## config.mk

```make
export PLATFORM = sky130hd
export DESIGN_NAME = drive_controller_event_unit
export DESIGN_NICKNAME = d
export VERILOG_FILES = /design/src/design/dceu_pkg.sv /design/src/design/dceu_cfg.sv /design/src/design/drive_controller_event_unit.sv
export VERILOG_INCLUDE_DIRS = /design/src /design/src/design
export SDC_FILE = /design/constraint.sdc
export NUM_CORES = 1
export LEC_CHECK = 0
export BUFFER_PORTS_ARGS = -buffer_cell sky130_fd_sc_hd__buf_2
export CORE_MARGIN = 2
export CORE_UTILIZATION = 40
export CTS_BUF_LIST = sky130_fd_sc_hd__clkbuf_8
export CTS_CLUSTER_DIAMETER = 120
export DETAILED_ROUTE_END_ITERATION = 6
export SLEW_MARGIN = 10
export SYNTH_ARGS = -nofsm -noshare
export SYNTH_HDL_FRONTEND = slang
export SYNTH_SLANG_ARGS = --single-unit
export TNS_END_PERCENT = 1
```

## constraint.sdc

```tcl
create_clock -name i_clk -period 24.1 [get_ports i_clk]
set_input_delay 0 -clock i_clk [delete_from_list [all_inputs] [get_ports i_clk]]
set_output_delay 0 -clock i_clk [all_outputs]
set_load 0.05 [all_outputs]
```

## src/design/drive_controller_event_unit_macros.svh

```systemverilog
// Assertion helpers for the drive controller event unit.
`ifndef DRIVE_CONTROLLER_EVENT_UNIT_MACROS_SVH
`define DRIVE_CONTROLLER_EVENT_UNIT_MACROS_SVH

// Same-cycle implication, sampled on i_clk, off during reset.
`define DCEU_ASSERT_NOW(lbl, ante, cons, msg) \
    lbl: assert property (@(posedge i_clk) disable iff (!i_rst_n) (ante) |-> (cons)) \
        else $error(msg);

// Next-cycle implication, sampled on i_clk, off during reset.
`define DCEU_ASSERT_NEXT(lbl, ante, cons, msg) \
    lbl: assert property (@(posedge i_clk) disable iff (!i_rst_n) (ante) |=> (cons)) \
        else $error(msg);

`endif

```

## src/design/dceu_pkg.sv

```systemverilog
package dceu_pkg;

    localparam int TRACK_COUNT_DEF = 4;
    localparam int MAX_RESULTS     = 5;
    localparam int CFG_AW          = 5;

    // opcodes
    localparam logic [2:0] OP_TICK   = 3'd0;
    localparam logic [2:0] OP_REMOTE = 3'd1;
    localparam logic [2:0] OP_FRONT  = 3'd2;
    localparam logic [2:0] OP_REAR   = 3'd3;
    localparam logic [2:0] OP_TOUCH  = 3'd4;
    localparam logic [2:0] OP_LIGHT  = 3'd5;

    // register indexes
    localparam logic [2:0] REG_TOUCH_THR  = 3'd0;
    localparam logic [2:0] REG_RAMP_STEP  = 3'd1;
    localparam logic [2:0] REG_SERVO_IDLE = 3'd2;
    localparam logic [2:0] REG_SERVO_FWD  = 3'd3;
    localparam logic [2:0] REG_SERVO_REV  = 3'd4;
    localparam logic [2:0] REG_LIGHT_ON   = 3'd5;
    localparam logic [2:0] REG_LIGHT_OFF  = 3'd6;
    localparam logic [2:0] REG_OVERHEAT   = 3'd7;

    // remote keys
    localparam logic [31:0] KEY_ENGINE = 32'hE916FF00;
    localparam logic [31:0] KEY_PREV   = 32'hF30CFF00;
    localparam logic [31:0] KEY_NEXT   = 32'hE718FF00;
    localparam logic [31:0] KEY_PAUSE  = 32'hA15EFF00;
    localparam logic [31:0] KEY_OK     = 32'hBF40FF00;
    localparam logic [31:0] KEY_UP     = 32'hB946FF00;
    localparam logic [31:0] KEY_DOWN   = 32'hEA15FF00;
    localparam logic [31:0] KEY_LEFT   = 32'hBB44FF00;
    localparam logic [31:0] KEY_RIGHT  = 32'hBC43FF00;

    // bus command bytes
    localparam logic [7:0] CMD_LIGHT_ON   = 8'd10;
    localparam logic [7:0] CMD_LIGHT_OFF  = 8'd11;
    localparam logic [7:0] CMD_LEFT       = 8'd20;
    localparam logic [7:0] CMD_LEFT_OFF   = 8'd21;
    localparam logic [7:0] CMD_RIGHT      = 8'd30;
    localparam logic [7:0] CMD_RIGHT_OFF  = 8'd31;
    localparam logic [7:0] CMD_START      = 8'd40;
    localparam logic [7:0] CMD_GO         = 8'd41;
    localparam logic [7:0] CMD_TRACK_BASE = 8'd60;
    localparam logic [7:0] CMD_PAUSE      = 8'd66;
    localparam logic [7:0] CMD_EMERGENCY  = 8'd99;

    // result kinds
    localparam logic KIND_BUS   = 1'b0;
    localparam logic KIND_SERVO = 1'b1;

    // direction codes
    localparam logic [1:0] DIR_STOP = 2'd0;
    localparam logic [1:0] DIR_FWD  = 2'd1;
    localparam logic [1:0] DIR_REV  = 2'd2;

    localparam logic [7:0]  NEAR_LIMIT  = 8'd15;
    localparam logic [6:0]  SPEED_MAX   = 7'd100;
    localparam logic [11:0] ADC_FULL    = 12'd4095;
    localparam logic [12:0] RECIP_100   = 13'd5243;
    localparam int          RECIP_SHIFT = 19;

    typedef struct packed {
        logic [11:0] touch_thr;
        logic [6:0]  ramp_step;
        logic [7:0]  servo_idle;
        logic [7:0]  servo_fwd;
        logic [7:0]  servo_rev;
        logic [6:0]  light_on;
        logic [6:0]  light_off;
        logic [7:0]  overheat;
    } t_cfg;

    localparam t_cfg CFG_RESET = '{
        touch_thr:  12'd1500,
        ramp_step:  7'd2,
        servo_idle: 8'd90,
        servo_fwd:  8'd180,
        servo_rev:  8'd0,
        light_on:   7'd75,
        light_off:  7'd55,
        overheat:   8'd24
    };

endpackage

```

## src/design/dceu_cfg.sv

```systemverilog
module dceu_cfg (
    input  logic                        i_clk,
    input  logic                        i_rst_n,
    input  logic                        psel,
    input  logic                        penable,
    input  logic                        pwrite,
    input  logic [dceu_pkg::CFG_AW-1:0] paddr,
    input  logic [31:0]                 pwdata,
    output logic [31:0]                 prdata,
    output logic                        pready,
    output dceu_pkg::t_cfg              o_cfg
);

    dceu_pkg::t_cfg r_cfg;
    logic [2:0]     reg_idx;
    logic           wr_en;

    assign pready  = 1'b1;
    assign reg_idx = paddr[dceu_pkg::CFG_AW-1:2];
    assign wr_en   = psel & penable & pwrite & pready;
    assign o_cfg   = r_cfg;

    always_comb begin
        unique case (reg_idx)
            dceu_pkg::REG_TOUCH_THR:  prdata = 32'(r_cfg.touch_thr);
            dceu_pkg::REG_RAMP_STEP:  prdata = 32'(r_cfg.ramp_step);
            dceu_pkg::REG_SERVO_IDLE: prdata = 32'(r_cfg.servo_idle);
            dceu_pkg::REG_SERVO_FWD:  prdata = 32'(r_cfg.servo_fwd);
            dceu_pkg::REG_SERVO_REV:  prdata = 32'(r_cfg.servo_rev);
            dceu_pkg::REG_LIGHT_ON:   prdata = 32'(r_cfg.light_on);
            dceu_pkg::REG_LIGHT_OFF:  prdata = 32'(r_cfg.light_off);
            dceu_pkg::REG_OVERHEAT:   prdata = 32'(r_cfg.overheat);
        endcase
    end

    always_ff @(posedge i_clk) begin
        if (!i_rst_n) begin
            r_cfg <= dceu_pkg::CFG_RESET;
        end else if (wr_en) begin
            unique case (reg_idx)
                dceu_pkg::REG_TOUCH_THR:  r_cfg.touch_thr  <= pwdata[11:0];
                dceu_pkg::REG_RAMP_STEP:  r_cfg.ramp_step  <= pwdata[6:0];
                dceu_pkg::REG_SERVO_IDLE: r_cfg.servo_idle <= pwdata[7:0];
                dceu_pkg::REG_SERVO_FWD:  r_cfg.servo_fwd  <= pwdata[7:0];
                dceu_pkg::REG_SERVO_REV:  r_cfg.servo_rev  <= pwdata[7:0];
                dceu_pkg::REG_LIGHT_ON:   r_cfg.light_on   <= pwdata[6:0];
                dceu_pkg::REG_LIGHT_OFF:  r_cfg.light_off  <= pwdata[6:0];
                dceu_pkg::REG_OVERHEAT:   r_cfg.overheat   <= pwdata[7:0];
            endcase
        end
    end

endmodule

```

## src/design/drive_controller_event_unit.sv

```systemverilog
// Drive controller event unit.
// Input channel (i_in_valid / o_in_ready) carries one event request: opcode plus
// remote code, distance, temperature and analog sample. Output channel
// (o_out_valid / i_out_ready) returns zero to five results per event, one per
// cycle while ready, each with kind, value and a last flag on the final one of the event.
// Configuration registers sit behind the APB port, one per word address.
// The first result is registered: a request passes the input register and
// then the result buffer; a running ramp tick also passes a servo scaling
// step (reciprocal multiply). Throughput: one event per cycle while the
// receiver is ready and each event gives at most one result and is no running
// ramp tick. An event with several results holds the result buffer until its
// last result is taken; one further event waits in the input register meanwhile.
// Reset (synchronous, active low) clears all flags and speeds, sets both
// distances to 255 and loads the register reset values; no results pending.
// A stalled receiver holds the current result; the input register then fills
// and o_in_ready drops until the result buffer frees up.
`include "drive_controller_event_unit_macros.svh"

module drive_controller_event_unit #(
    parameter int TRACK_COUNT = dceu_pkg::TRACK_COUNT_DEF
) (
    input  logic                        i_clk,
    input  logic                        i_rst_n,
    input  logic                        i_in_valid,
    output logic                        o_in_ready,
    input  logic [2:0]                  i_opcode,
    input  logic [31:0]                 i_remote_code,
    input  logic [7:0]                  i_distance,
    input  logic [7:0]                  i_temperature,
    input  logic [11:0]                 i_analog_sample,
    output logic                        o_out_valid,
    input  logic                        i_out_ready,
    output logic                        o_kind,
    output logic [7:0]                  o_value,
    output logic                        o_last,
    input  logic                        psel,
    input  logic                        penable,
    input  logic                        pwrite,
    input  logic [dceu_pkg::CFG_AW-1:0] paddr,
    input  logic [31:0]                 pwdata,
    output logic [31:0]                 prdata,
    output logic                        pready
);

    localparam int TW = $clog2(TRACK_COUNT);
    localparam int NR = dceu_pkg::MAX_RESULTS;

    dceu_pkg::t_cfg cfg;

    dceu_cfg u_cfg (
        .i_clk   (i_clk),
        .i_rst_n (i_rst_n),
        .psel    (psel),
        .penable (penable),
        .pwrite  (pwrite),
        .paddr   (paddr),
        .pwdata  (pwdata),
        .prdata  (prdata),
        .pready  (pready),
        .o_cfg   (cfg)
    );

    // input register
    logic        r_in_vld;
    logic [2:0]  r_op;
    logic [31:0] r_code;
    logic [7:0]  r_dist;
    logic [7:0]  r_temp_in;
    logic [11:0] r_sample;

    // state
    logic          r_engine, n_engine;
    logic          r_fault, n_fault;
    logic [6:0]    r_speed, n_speed;
    logic [6:0]    r_target, n_target;
    logic [1:0]    r_dir, n_dir;
    logic [TW-1:0] r_track, n_track;
    logic          r_touch, n_touch;
    logic          r_lights, n_lights;
    logic [7:0]    r_front, n_front;
    logic [7:0]    r_rear, n_rear;
    logic [7:0]    r_temp, n_temp;

    // result buffer
    logic               r_kind [NR];
    logic [7:0]         r_val  [NR];
    logic [2:0]         r_cnt;
    logic               r_pend;
    logic signed [16:0] r_prod;

    logic         res_kind [NR];
    logic [7:0]   res_val  [NR];
    logic [2:0]   res_cnt;
    logic         res_pend;

    logic         running, key_eng, do_toggle, tog_eng, trip_chk;
    logic         front_hit, rear_hit, hot;
    logic         batch_free, adv, out_acc;

    // tick speed and servo product
    logic [7:0]         spd_up;
    logic [6:0]         spd_tick;
    logic signed [8:0]  tick_diff;
    logic signed [16:0] tick_prod;

    // light compare
    logic [19:0] s100, on_lim, off_lim;

    // servo scaling
    logic [14:0] pend_mag;
    logic [27:0] pend_scaled;
    logic [7:0]  pend_q, pend_val;

    assign running = r_engine & ~r_fault;
    assign key_eng = r_engine | r_fault;

    assign spd_up = 8'(r_speed) + 8'(cfg.ramp_step);

    always_comb begin
        if (r_speed < r_target) begin
            spd_tick = (spd_up > 8'(dceu_pkg::SPEED_MAX)) ? dceu_pkg::SPEED_MAX : spd_up[6:0];
        end else if (r_speed > r_target) begin
            spd_tick = (r_speed > cfg.ramp_step) ? r_speed - cfg.ramp_step : 7'd0;
        end else begin
            spd_tick = r_speed;
        end
        if (r_dir == dceu_pkg::DIR_FWD) begin
            tick_diff = $signed({1'b0, cfg.servo_fwd}) - $signed({1'b0, cfg.servo_idle});
        end else if (r_dir == dceu_pkg::DIR_REV) begin
            tick_diff = $signed({1'b0, cfg.servo_rev}) - $signed({1'b0, cfg.servo_idle});
        end else begin
            tick_diff = '0;
        end
    end

    assign tick_prod = $signed({1'b0, spd_tick}) * tick_diff;

    assign s100    = 20'(r_sample) * 20'd100;
    assign on_lim  = (20'(cfg.light_on) + 20'd1) * 20'(dceu_pkg::ADC_FULL);
    assign off_lim = 20'(cfg.light_off) * 20'(dceu_pkg::ADC_FULL);

    always_comb begin
        n_engine  = r_engine;
        n_fault   = r_fault;
        n_speed   = r_speed;
        n_target  = r_target;
        n_dir     = r_dir;
        n_track   = r_track;
        n_touch   = r_touch;
        n_lights  = r_lights;
        n_front   = r_front;
        n_rear    = r_rear;
        n_temp    = r_temp;
        res_cnt   = '0;
        res_pend  = 1'b0;
        for (int i = 0; i < NR; i++) begin
            res_kind[i] = dceu_pkg::KIND_BUS;
            res_val[i]  = '0;
        end
        do_toggle = 1'b0;
        tog_eng   = r_engine;
        trip_chk  = 1'b0;

        unique case (r_op)
            dceu_pkg::OP_TICK: begin
                if (running) begin
                    n_speed     = spd_tick;
                    res_kind[0] = dceu_pkg::KIND_SERVO;
                    res_cnt     = 3'd1;
                    res_pend    = 1'b1;
                    if (spd_tick == '0 && r_target == '0) begin
                        n_dir = dceu_pkg::DIR_STOP;
                    end
                end
            end
            dceu_pkg::OP_REMOTE: begin
                if (r_code != '0) begin
                    if (r_fault) begin
                        n_fault  = 1'b0;
                        n_engine = 1'b1;
                    end
                    if (r_code == dceu_pkg::KEY_ENGINE) begin
                        do_toggle = 1'b1;
                        tog_eng   = key_eng;
                    end else if (key_eng) begin
                        case (r_code)
                            dceu_pkg::KEY_PREV: begin
                                n_track = (r_track == '0) ? TW'(TRACK_COUNT - 1)
                                                          : r_track - 1'b1;
                                res_val[0] = dceu_pkg::CMD_TRACK_BASE + 8'(n_track);
                                res_cnt    = 3'd1;
                            end
                            dceu_pkg::KEY_NEXT: begin
                                n_track = (r_track == TW'(TRACK_COUNT - 1)) ? '0
                                                                            : r_track + 1'b1;
                                res_val[0] = dceu_pkg::CMD_TRACK_BASE + 8'(n_track);
                                res_cnt    = 3'd1;
                            end
                            dceu_pkg::KEY_PAUSE: begin
                                res_val[0] = dceu_pkg::CMD_PAUSE;
                                res_cnt    = 3'd1;
                            end
                            dceu_pkg::KEY_UP: begin
                                if (r_dir != dceu_pkg::DIR_FWD) begin
                                    n_speed = '0;
                                    n_dir   = dceu_pkg::DIR_FWD;
                                end
                                n_target   = dceu_pkg::SPEED_MAX;
                                res_val[0] = dceu_pkg::CMD_GO;
                                res_cnt    = 3'd1;
                            end
                            dceu_pkg::KEY_DOWN: begin
                                if (r_dir != dceu_pkg::DIR_REV) begin
                                    n_speed = '0;
                                    n_dir   = dceu_pkg::DIR_REV;
                                end
                                n_target   = dceu_pkg::SPEED_MAX;
                                res_val[0] = dceu_pkg::CMD_GO;
                                res_cnt    = 3'd1;
                            end
                            dceu_pkg::KEY_OK: begin
                                n_target   = '0;
                                res_val[0] = dceu_pkg::CMD_START;
                                res_cnt    = 3'd1;
                            end
                            dceu_pkg::KEY_LEFT: begin
                                res_val[0] = dceu_pkg::CMD_LEFT;
                                res_cnt    = 3'd1;
                            end
                            dceu_pkg::KEY_RIGHT: begin
                                res_val[0] = dceu_pkg::CMD_RIGHT;
                                res_cnt    = 3'd1;
                            end
                            default: begin
                            end
                        endcase
                    end
                end
            end
            dceu_pkg::OP_FRONT: begin
                n_front  = r_dist;
                n_temp   = r_temp_in;
                trip_chk = running;
            end
            dceu_pkg::OP_REAR: begin
                n_rear   = r_dist;
                trip_chk = running;
            end
            dceu_pkg::OP_TOUCH: begin
                if (r_sample > cfg.touch_thr) begin
                    if (!r_touch) begin
                        n_touch   = 1'b1;
                        do_toggle = 1'b1;
                        tog_eng   = r_engine;
                    end
                end else begin
                    n_touch = 1'b0;
                end
            end
            dceu_pkg::OP_LIGHT: begin
                if (running) begin
                    if (s100 >= on_lim && !r_lights) begin
                        res_val[0] = dceu_pkg::CMD_LIGHT_ON;
                        res_cnt    = 3'd1;
                        n_lights   = 1'b1;
                    end else if (s100 < off_lim && r_lights) begin
                        res_val[0] = dceu_pkg::CMD_LIGHT_OFF;
                        res_cnt    = 3'd1;
                        n_lights   = 1'b0;
                    end
                end
            end
            default: begin
            end
        endcase

        // obstacle / overheat trip on the stored sensor values
        front_hit = (n_dir == dceu_pkg::DIR_FWD) && (n_front < dceu_pkg::NEAR_LIMIT)
                    && (n_front != '0);
        rear_hit  = (n_dir == dceu_pkg::DIR_REV) && (n_rear < dceu_pkg::NEAR_LIMIT)
                    && (n_rear != '0);
        hot       = n_temp > cfg.overheat;
        if (trip_chk && (front_hit || rear_hit || hot)) begin
            n_fault     = 1'b1;
            n_target    = '0;
            n_speed     = '0;
            res_kind[0] = dceu_pkg::KIND_SERVO;
            res_val[0]  = cfg.servo_idle;
            res_val[1]  = dceu_pkg::CMD_EMERGENCY;
            res_cnt     = 3'd2;
        end

        if (do_toggle) begin
            if (tog_eng) begin
                n_engine    = 1'b0;
                n_speed     = '0;
                n_target    = '0;
                n_dir       = dceu_pkg::DIR_STOP;
                res_kind[0] = dceu_pkg::KIND_SERVO;
                res_val[0]  = cfg.servo_idle;
                res_val[1]  = dceu_pkg::CMD_GO;
                res_val[2]  = dceu_pkg::CMD_LIGHT_OFF;
                res_val[3]  = dceu_pkg::CMD_LEFT_OFF;
                res_val[4]  = dceu_pkg::CMD_RIGHT_OFF;
                res_cnt     = 3'd5;
            end else begin
                n_engine   = 1'b1;
                n_fault    = 1'b0;
                res_val[0] = dceu_pkg::CMD_START;
                res_cnt    = 3'd1;
            end
        end
    end

    // servo = stop + trunc(speed * diff / 100), reciprocal multiply
    assign pend_mag    = r_prod[16] ? 15'(-r_prod) : 15'(r_prod);
    assign pend_scaled = 28'(pend_mag) * 28'(dceu_pkg::RECIP_100);
    assign pend_q      = pend_scaled[dceu_pkg::RECIP_SHIFT +: 8];
    assign pend_val    = r_prod[16] ? cfg.servo_idle - pend_q : cfg.servo_idle + pend_q;

    assign o_out_valid = (r_cnt != '0) && !r_pend;
    assign o_kind      = r_kind[0];
    assign o_value     = r_val[0];
    assign o_last      = (r_cnt == 3'd1);
    assign out_acc     = o_out_valid && i_out_ready;
    assign batch_free  = (r_cnt == '0) || (o_last && out_acc);
    assign adv         = r_in_vld && batch_free;
    assign o_in_ready  = !r_in_vld || adv;

    always_ff @(posedge i_clk) begin
        if (!i_rst_n) begin
            r_in_vld <= 1'b0;
        end else if (o_in_ready) begin
            r_in_vld <= i_in_valid;
        end
    end

    always_ff @(posedge i_clk) begin
        if (o_in_ready && i_in_valid) begin
            r_op      <= i_opcode;
            r_code    <= i_remote_code;
            r_dist    <= i_distance;
            r_temp_in <= i_temperature;
            r_sample  <= i_analog_sample;
        end
    end

    always_ff @(posedge i_clk) begin
        if (!i_rst_n) begin
            r_engine <= 1'b0;
            r_fault  <= 1'b0;
            r_speed  <= '0;
            r_target <= '0;
            r_dir    <= dceu_pkg::DIR_STOP;
            r_track  <= '0;
            r_touch  <= 1'b0;
            r_lights <= 1'b0;
            r_front  <= 8'd255;
            r_rear   <= 8'd255;
            r_temp   <= '0;
        end else if (adv) begin
            r_engine <= n_engine;
            r_fault  <= n_fault;
            r_speed  <= n_speed;
            r_target <= n_target;
            r_dir    <= n_dir;
            r_track  <= n_track;
            r_touch  <= n_touch;
            r_lights <= n_lights;
            r_front  <= n_front;
            r_rear   <= n_rear;
            r_temp   <= n_temp;
        end
    end

    always_ff @(posedge i_clk) begin
        if (!i_rst_n) begin
            r_cnt  <= '0;
            r_pend <= 1'b0;
        end else if (adv) begin
            r_cnt  <= res_cnt;
            r_pend <= res_pend;
        end else if (out_acc) begin
            r_cnt <= r_cnt - 3'd1;
        end else if (r_pend) begin
            r_pend <= 1'b0;
        end
    end

    always_ff @(posedge i_clk) begin
        if (adv) begin
            r_kind <= res_kind;
            r_val  <= res_val;
            r_prod <= tick_prod;
        end else if (out_acc) begin
            for (int i = 0; i < NR - 1; i++) begin
                r_kind[i] <= r_kind[i + 1];
                r_val[i]  <= r_val[i + 1];
            end
        end else if (r_pend) begin
            r_val[0] <= pend_val;
        end
    end

    `DCEU_ASSERT_NOW(a_cnt_range, 1'b1, r_cnt <= 3'(NR), "result count out of range")
    `DCEU_ASSERT_NOW(a_pend_single, r_pend, r_cnt == 3'd1, "servo scaling with extra results")
    `DCEU_ASSERT_NOW(a_fault_stopped, r_fault, r_speed == '0 && r_target == '0,
                     "speed nonzero under fault")
    `DCEU_ASSERT_NEXT(a_pend_clears, r_pend && !adv, !r_pend, "servo scaling stuck")

endmodule

```

# Word level (Yosys, flattened, before mapping)
# Index checks and enable logic that the tools add are counted.
# totals
word_cells,256
input_bits,107
register_bits,237
out_inout_bits,45
# classes
n_eq_ne,30
muxes,106
n_addsub,13
order_cmp,10
bitwise,6
multipliers,5
n_reduce_logical,52
# ops
operator,count
32-bit == test (second input constant),9
32-bit one-hot mux with 8 select lines,1
7-bit 2-to-1 mux,23
32-bit 2-to-1 mux,2
8-bit 2-to-1 mux,7
7-bit one-hot mux with 2 select lines,4
7-bit one-hot mux with 7 select lines,1
40-bit 2-to-1 mux,1
1-bit 2-to-1 mux,36
32-bit nonzero test,1
15-bit by 13-bit multiplier with 27-bit output (second input constant),1
24-bit 2-to-1 mux,1
2-bit 2-to-1 mux,11
19-bit by 20-bit >= comparator with 1-bit output,1
8-bit by 12-bit multiplier with 20-bit output (second input constant),1
4-bit 2-to-1 mux,5
19-bit less-than comparator,1
7-bit by 12-bit multiplier with 19-bit output (second input constant),1
3-bit == test (second input constant),6
9-bit 2-to-1 mux,2
2-bit AND reduction,9
8-bit by 8-bit subtractor with 9-bit output,2
12-bit by 5-bit multiplier with 17-bit output (second input constant),1
8-bit by 9-bit multiplier with 17-bit output,1
44 further kinds,94

# Depth between registers and ports, before layout
# Gate-level depths: netlist of run 1.
# depth
ltp_word,19
ltp_mapped,37
ltp_nobuf,37

# Cells and area by module
# Synthesis of run 1 repeated with hierarchy kept, for this count alone.
# unflattened
hier_cells,2613
hier_area_um2,23552.6
# by_module_without_submodules
module,instances,cells_each,area_each_um2
drive_controller_event_unit,1,2220,20290.7
dceu_cfg,1,393,3261.9

# Worst setup path before layout of run 1
# Ideal clock, no wire load.
# synth_timing
kind,reg2reg
from,register r_prod[0]
to,"register r_val (netlist bit o_value[7]), data pin"
setup_slack_ns,16.232
t_arrival_ns,7.594
setup_ns,0.274
stages_incl_launch_ff,36
path_cell_list,edfxtp_1 > inv_1 > ha_1 > nand3b_1 > nand2b_1 > o21ai_0 > nand2_1 > xor2_1 > inv_1 > fa_1 > inv_1 > ha_1 > fa_1 > fa_1 > inv_1 > fa_1 > inv_1 > ha_1 > a21oi_1 > nand3_1 > o21ai_0 > nand4b_1 > xnor2_1 > ha_1 > a21oi_1 > ha_1 > nor2b_1 > o21ai_0 > a21boi_0 > o21ai_0 > nand2b_1 > a31oi_1 > xnor2_1 > xnor2_1 > xnor2_1 > o21ai_0
# synth_between
elab_chain_cells,8
word_cells_on_any_way,9
# synth_rtl
element,line_no,rtl
from (decl),drive_controller_event_unit.sv:89,logic signed [16:0] r_prod;
from (signal assigned),drive_controller_event_unit.sv:394,r_prod <= tick_prod;
15-bit negator,drive_controller_event_unit.sv:316,assign pend_mag = r_prod[16] ? 15'(-r_prod) : 15'(r_prod);
15-bit 2-to-1 mux (*),drive_controller_event_unit.sv:316,
15-bit by 13-bit multiplier with 27-bit output (*),drive_controller_event_unit.sv:317,assign pend_scaled = 28'(pend_mag) * 28'(dceu_pkg::RECIP_100);
8-bit adder / 8-bit subtractor (equally long branches),drive_controller_event_unit.sv:319,assign pend_val = r_prod[16] ? cfg.servo_idle - pend_q : cfg.servo_idle + pend_q;
8-bit 2-to-1 mux (*),drive_controller_event_unit.sv:319,
8-bit 2-to-1 mux (*),drive_controller_event_unit.sv:400,end else if (r_pend) begin
8-bit 2-to-1 mux (*),drive_controller_event_unit.sv:395,end else if (out_acc) begin
32-bit 2-to-1 mux (*),drive_controller_event_unit.sv:391,if (adv) begin
to (signal assigned),drive_controller_event_unit.sv:393,r_val <= res_val;
"to (signal, indexed assignment)",drive_controller_event_unit.sv:398,r_val[i] <= r_val[i + 1];
to (decl),drive_controller_event_unit.sv:86,logic [7:0] r_val [NR];
# Mark *: on every way between the ends. The rest lies on a longest branch, timed or not. The select of a mux whose other input is x is not followed.
# A chain may end at the register's enable or synchronous reset.

# Final worst setup path of run 1
# Ends and elaborated chain as after synthesis.

==> flow_metrics.env, run 1 <==
export IMPL_status="finished clean"
export IMPL_grt_overflow=0
export IMPL_wl_per_cell_um=16.3
export IMPL_ctsLongestPathBuffers=3
export IMPL_synthArstFlopShare_pct=0
export IMPL_die_area_sq_um=60100
export IMPL_max_slew_margin_pct=27.4
export IMPL_syn_area_per_cell_sq_um=9.15
export IMPL_hold_viol=0
export IMPL_cts_tree="done"
export IMPL_core_sq_um=57600
export IMPL_htree_num_levels=2
export IMPL_fmax_mhz=107
export IMPL_rsz0062_at_grt="false"
export IMPL_drv_slew=0
export IMPL_seq_area_sq_um=5330
export IMPL_drtPass1Iterations=5
export IMPL_slowest_delay_ps=550
export IMPL_wl_mm=57.2
export IMPL_grt_pass1_vias=18641
export IMPL_root_buffer="clkbuf_8"
export IMPL_synth_edf_count=100
export IMPL_die_w_um=245
export IMPL_final_setup_viol_count=0
export IMPL_nNetsFinal=3346
export IMPL_worstSetupEndpointType="register"
export IMPL_start_kind="register"
export IMPL_via_per_inst=5.16
export IMPL_cpMaxStageDelayCell="fa_1"
export IMPL_cts_resized_gates=0
export IMPL_yosysWarnings=0
export IMPL_ys_ff_latch=216
export IMPL_n_antenna_cell=0
export IMPL_cts_made_buffers=39
export IMPL_cts_sinks=216
export IMPL_die_h_um=245
export IMPL_antenna_left=0
export IMPL_drive_above_1_share_pct=9.14
export IMPL_insertion_delay_ps=600
export IMPL_synthCells=2542
export IMPL_period_needed_ps=9350
export IMPL_multiInputGateArea_sq_um=16000
export IMPL_arrival_ps=9670
export IMPL_clock_skew_ps=24.2
export IMPL_clk_pin_slew_ps=60
export IMPL_route_detailed_drc=0
export IMPL_dr_total_vias=18068
export IMPL_grt_pass1_wl_mm=95.2
export IMPL_crit_buf_inv=6
export IMPL_path_class="reg -> reg"
export IMPL_numPortBuffers=108
export IMPL_start_util_pct=40.4
export IMPL_cap_viol_max_count=0
export IMPL_crit_path_max_fanout=6
export IMPL_path_delay_family="adder cells"
export IMPL_fin_crit_sh_pct=38.8
export IMPL_hpwl_mm=45.7
export IMPL_synth_cell_types=77
export IMPL_gp_congestion=0.901
export IMPL_syn2layout_area_growth_pct=11.7
export IMPL_tightest_slew_ps=1090
export IMPL_fillers=5490
export IMPL_num_rows=88
export IMPL_antenna_found_initial=0
export IMPL_yosysSeqAreaShare_pct=22.9
export IMPL_drt_iter0_markers=986
export IMPL_ioPinCount=152
export IMPL_critical_path_required_ps=24430
export IMPL_ys_flop_type="dfxtp_1"
export IMPL_tns_ps=0
export IMPL_cp_common_cell="inv_1"
export IMPL_grt_max_degree=56
export IMPL_hold_path_class="in -> reg"
export IMPL_syn_area_sq_um=23300
export IMPL_grt_use_total_pct=19.6
## final timing paths
check                           depth (start not counted)   startpoint  slack (ps)              end
worst min-delay path                                    2      i_rst_n          70  u_cfg.o_cfg[37]
worst min register to register                          2  r_target[4]         450      r_target[4]
worst max-delay path                                   36    r_prod[0]       14750       o_value[7]
worst max register to register                         36    r_prod[0]       14750       o_value[7]
## synth_stat cells (13+ instances only)
master / number / area share (%)
inv_1: 416 / 6.7
ha_1: 360 / 19
nor2_1: 198 / 3.2
nand2_1: 177 / 2.9
fa_1: 175 / 15
a21oi_1: 131 / 2.8
dfxtp_1: 116 / 10
edfxtp_1: 100 / 13
o21ai_0: 85 / 1.8
xnor2_1: 78 / 2.9
clkbuf_1: 58 / 0.94
nand3_1: 51 / 1.1
mux2i_1: 50 / 2.2
xor2_1: 43 / 1.6
nor3_1: 40 / 0.86
a21o_1: 37 / 1.2
buf_4: 29 / 0.94
nand2b_1: 28 / 0.75
nor2b_1: 28 / 0.75
o211ai_1: 28 / 0.90
nand4_1: 27 / 0.73
or2_2: 24 / 0.65
a31oi_1: 17 / 0.46
o21bai_1: 16 / 0.52
nor4_1: 14 / 0.38
o31ai_1: 14 / 0.45
a211oi_1: 13 / 0.42
mux2_2: 13 / 0.63
## area by class of cell
| type | count | share of cell area, % |
|---|---|---|
| well taps | 765 | 3.68 |
| flip-flops and latches | 216 | 20.5 |
| multi-input cells | 1835 | 61.5 |
| repair buffers | 195 | 5.32 |
| clock inverters | 27 | 0.683 |
| clock buffers | 44 | 2.33 |
| inverters | 417 | 6.02 |
## routing by layer
| metal | track usage (%) | share of wire (%) |
|---|---|---|
| met5 | 0 | 0 |
| met2 | 34.1 | 48 |
| met1 | 25.9 | 46 |
| met3 | 2.18 | 4.0 |
| met4 | 5.24 | 2.2 |
## cells in the final DEF (no fill, tap or decap), types with 17 or more instances in the layout
cell	synthesis	final
a21o_1	37	37
a21oi_1	131	131
a31oi_1	17	17
buf_2	1	108
clkbuf_8	0	44
conb_1	2	21
dfxtp_1	116	116
dlygate4sd3_1	0	76
edfxtp_1	100	100
fa_1	175	175
ha_1	360	360
inv_1	416	426
mux2i_1	50	50
nand2_1	177	177
nand2b_1	28	28
nand3_1	51	51
nand4_1	27	27
nor2_1	198	198
nor2b_1	28	28
nor3_1	40	39
o211ai_1	28	28
o21ai_0	85	85
or2_2	24	24
xnor2_1	78	78
xor2_1	43	43
## per-stage QoR
step                      hold WS [ps]  utilization, %  area (sq um)  setup slack [ps]  cells
after floorplan                   98.9               -         23300             16230   2561
after global placement             176            42.5         24500             14940   3352
after detailed placement           178            42.5         24500             14720   3352
after CTS                         27.6            45.1         26000             14680   3499
after global routing              92.0            45.2         26000             14100   3499
final                             71.0            45.2         26000             14750   3499
## registers in the layout (all words and copies together), names as in the netlist, 8 cells and up
| register | cells |
|---|---|
| u_cfg.o_cfg | 65 |
| r_code | 32 |
| r_prod | 16 |
| r_sample | 12 |
| r_val | 12 |
| o_value | 8 |
| r_dist | 8 |
| r_front | 8 |
| r_rear | 8 |
| r_temp | 8 |
| r_temp_in | 8 |
## kinds of logic after synthesis
| family | Yosys count | synth area share, % |
|---|---|---|
| flops | 216 | 22.9 |
| compound gates | 424 | 11.6 |
| fa+ha+maj | 535 | 34.4 |
| other cells | 2 | 0.0323 |
| mux | 74 | 3.84 |
| xor+xnor | 121 | 4.55 |
| buf+inv | 510 | 8.77 |
| simple gates | 660 | 13.9 |
## timing repair
item / 4_1_cts / 5_1_grt
hold endpoints to repair: 129 / 0
hold buffers: 76 / 0
setup buffers: 0 / 0
Power of run 1 is left out: the tool's default activity adds up to more than one toggle a clock period on the data nets, which glitch-free logic cannot reach.
==> inputs of run 2 (changes only) <==
clock period = 8 ns   (was 24.1 ns; I/O delays follow)
==> run 2 against run 1 <==
Critical path depth fell by 5. Global-route usage about the same. Count of clock-buffer cells in the layout grew 1. Via count increased by 1.3%. Non-clock buffer count is 72 higher. Hold slack improved by 17 ps. Utilization up 1.4 points. Routed wire length grew 1.3%. Final cell count increased by 2.0%. Fmax rose by 21%. Sequential share of layout area down 0.63 points. Sequential cell count unchanged.
==> flow_metrics.env, run 2 (same netlist as run 1, synthesis figures left out) <==
export IMPL_status="finished clean"
export IMPL_clock_skew_ps=54.3
export IMPL_drtPass1Iterations=5
export IMPL_hold_viol=0
export IMPL_hold_ws_ps=87.6
export IMPL_cts_sinks=216
export IMPL_fin_crit_sh_pct=96.7
export IMPL_final_cell_mix="inv_1, ha_1, nor2_1"
export IMPL_numPortBuffers=108
export IMPL_clk_pin_slew_ps=60
export IMPL_grt_max_degree=56
export IMPL_nNetsFinal=3418
export IMPL_htree_num_levels=2
export IMPL_root_buffer="clkbuf_8"
export IMPL_final_setup_viol_count=0
export IMPL_final_common_cell="inv_1"
export IMPL_slowest_delay_ps=520
export IMPL_path_class="reg -> reg"
export IMPL_rsz0062_at_grt="true"
export IMPL_period_needed_ps=7730
export IMPL_arrival_ps=8030
export IMPL_cts_made_buffers=39
export IMPL_crit_path_max_fanout=4
export IMPL_insertion_delay_ps=610
export IMPL_largest_register_ff_count=65
export IMPL_grt_use_total_pct=19.7
export IMPL_max_slew_margin_pct=27.7
export IMPL_grt_pass1_vias=18908
export IMPL_drive_above_1_share_pct=12.6
export IMPL_cts_tree="done"
export IMPL_antenna_found_initial=0
export IMPL_dr_total_vias=18308
export IMPL_die_area_sq_um=60100
export IMPL_finalWorstSetupSlack_ps=267
export IMPL_core_sq_um=57600
export IMPL_grt_overflow=0
export IMPL_ctsLongestPathBuffers=3
export IMPL_ioPinCount=152
export IMPL_num_rows=88
export IMPL_syn2layout_area_growth_pct=15.3
export IMPL_grt_pass1_wl_mm=95.9
export IMPL_critical_path_required_ps=8300
export IMPL_crit_buf_inv=4
export IMPL_cp_common_cell="ha_1"
export IMPL_wl_mm=57.9
export IMPL_tns_ps=0
export IMPL_wl_per_cell_um=16.2
export IMPL_hold_path_class="in -> reg"
export IMPL_die_h_um=245
export IMPL_antenna_left=0
export IMPL_drt_iter0_markers=974
export IMPL_die_w_um=245
export IMPL_final_util_pct=46.6
export IMPL_worstSetupEndpointType="register"
export IMPL_start_util_pct=40.4
export IMPL_cap_viol_max_count=0
export IMPL_path_delay_family="adder cells"
export IMPL_multiInputGateArea_sq_um=16200
export IMPL_drv_slew=0
export IMPL_gp_congestion=0.905
export IMPL_fillers=5445
export IMPL_cpMaxStageDelayCell="fa_1"
export IMPL_tightest_slew_ps=1070
export IMPL_hpwl_mm=46.7
export IMPL_via_per_inst=5.13
export IMPL_seq_area_sq_um=5330
export IMPL_start_kind="register"
export IMPL_fmax_mhz=129
export IMPL_dp_slack_ps=-171
export IMPL_n_antenna_cell=0
export IMPL_route_detailed_drc=0
[run 2: cell count changes in the layout (fill, tap and decap cells not counted), moves of 3 or more]
cell | before | now
buf_4 | 11 | 80
xnor2_1 | 78 | 71
xnor2_2 | 0 | 7
o31ai_1 | 14 | 9
inv_1 | 426 | 422
o21ai_0 | 85 | 81
a21oi_1 | 131 | 128
a21oi_2 | 0 | 3
clkinv_1 | 5 | 2
dlygate4sd3_1 | 76 | 79
o31ai_2 | 0 | 3
[run 2: final timing paths]
path,depth (start not counted),end,slack (ps),startpoint
worst max register to register,31,o_value[7],270,r_prod[10]
worst min register to register,2,r_target[3],460,r_target[3]
worst min-delay path,6,r_cnt[1],90,i_out_ready
worst max-delay path,31,o_value[7],270,r_prod[10]
[run 2: metrics by stage]
stage	area (sq um)	instances
6_report	26800	3570
4_1_cts	26600	3563
2_1_floorplan	23300	2561
3_5_place_dp	24900	3413
3_3_place_gp	24900	3413
5_1_grt	26800	3570
[run 2: area by class of cell]
class                      count  share of cell area [%]
clock buffer                  45                    2.31
clock inverter                25                   0.882
inverter                     417                    5.84
multi-input combinational   1835                    60.3
sequential                   216                    19.9
tap                          765                    3.57
timing repair buffer         267                    7.20
[run 2: timing repair]
action / CTS / global route
setup buffers: 1 / 7
endpoints found under the hold margin: 146 / 0
endpoints found under the setup margin: 2 / 9
gates cloned: 0 / 0
pin swaps: 3 / 13
gates resized for setup: 5 / 34
hold buffers: 79 / 0
[run 2: layer usage]
layer,up-vias,global-route usage [%],part of all wire (%)
met5,-,0,0
met4,0,4.39,1.9
met3,70,2.57,4.1
met2,381,34.0,48
met1,8809,26.1,46
li1,9048,-,-
[run 2: worst min-delay path: cells and delay by family]
family          cells  cell delay, ps
simple gates        3             410
buf+inv             1             110
compound gates      2             140
Power of run 2 is left out for the same reason.
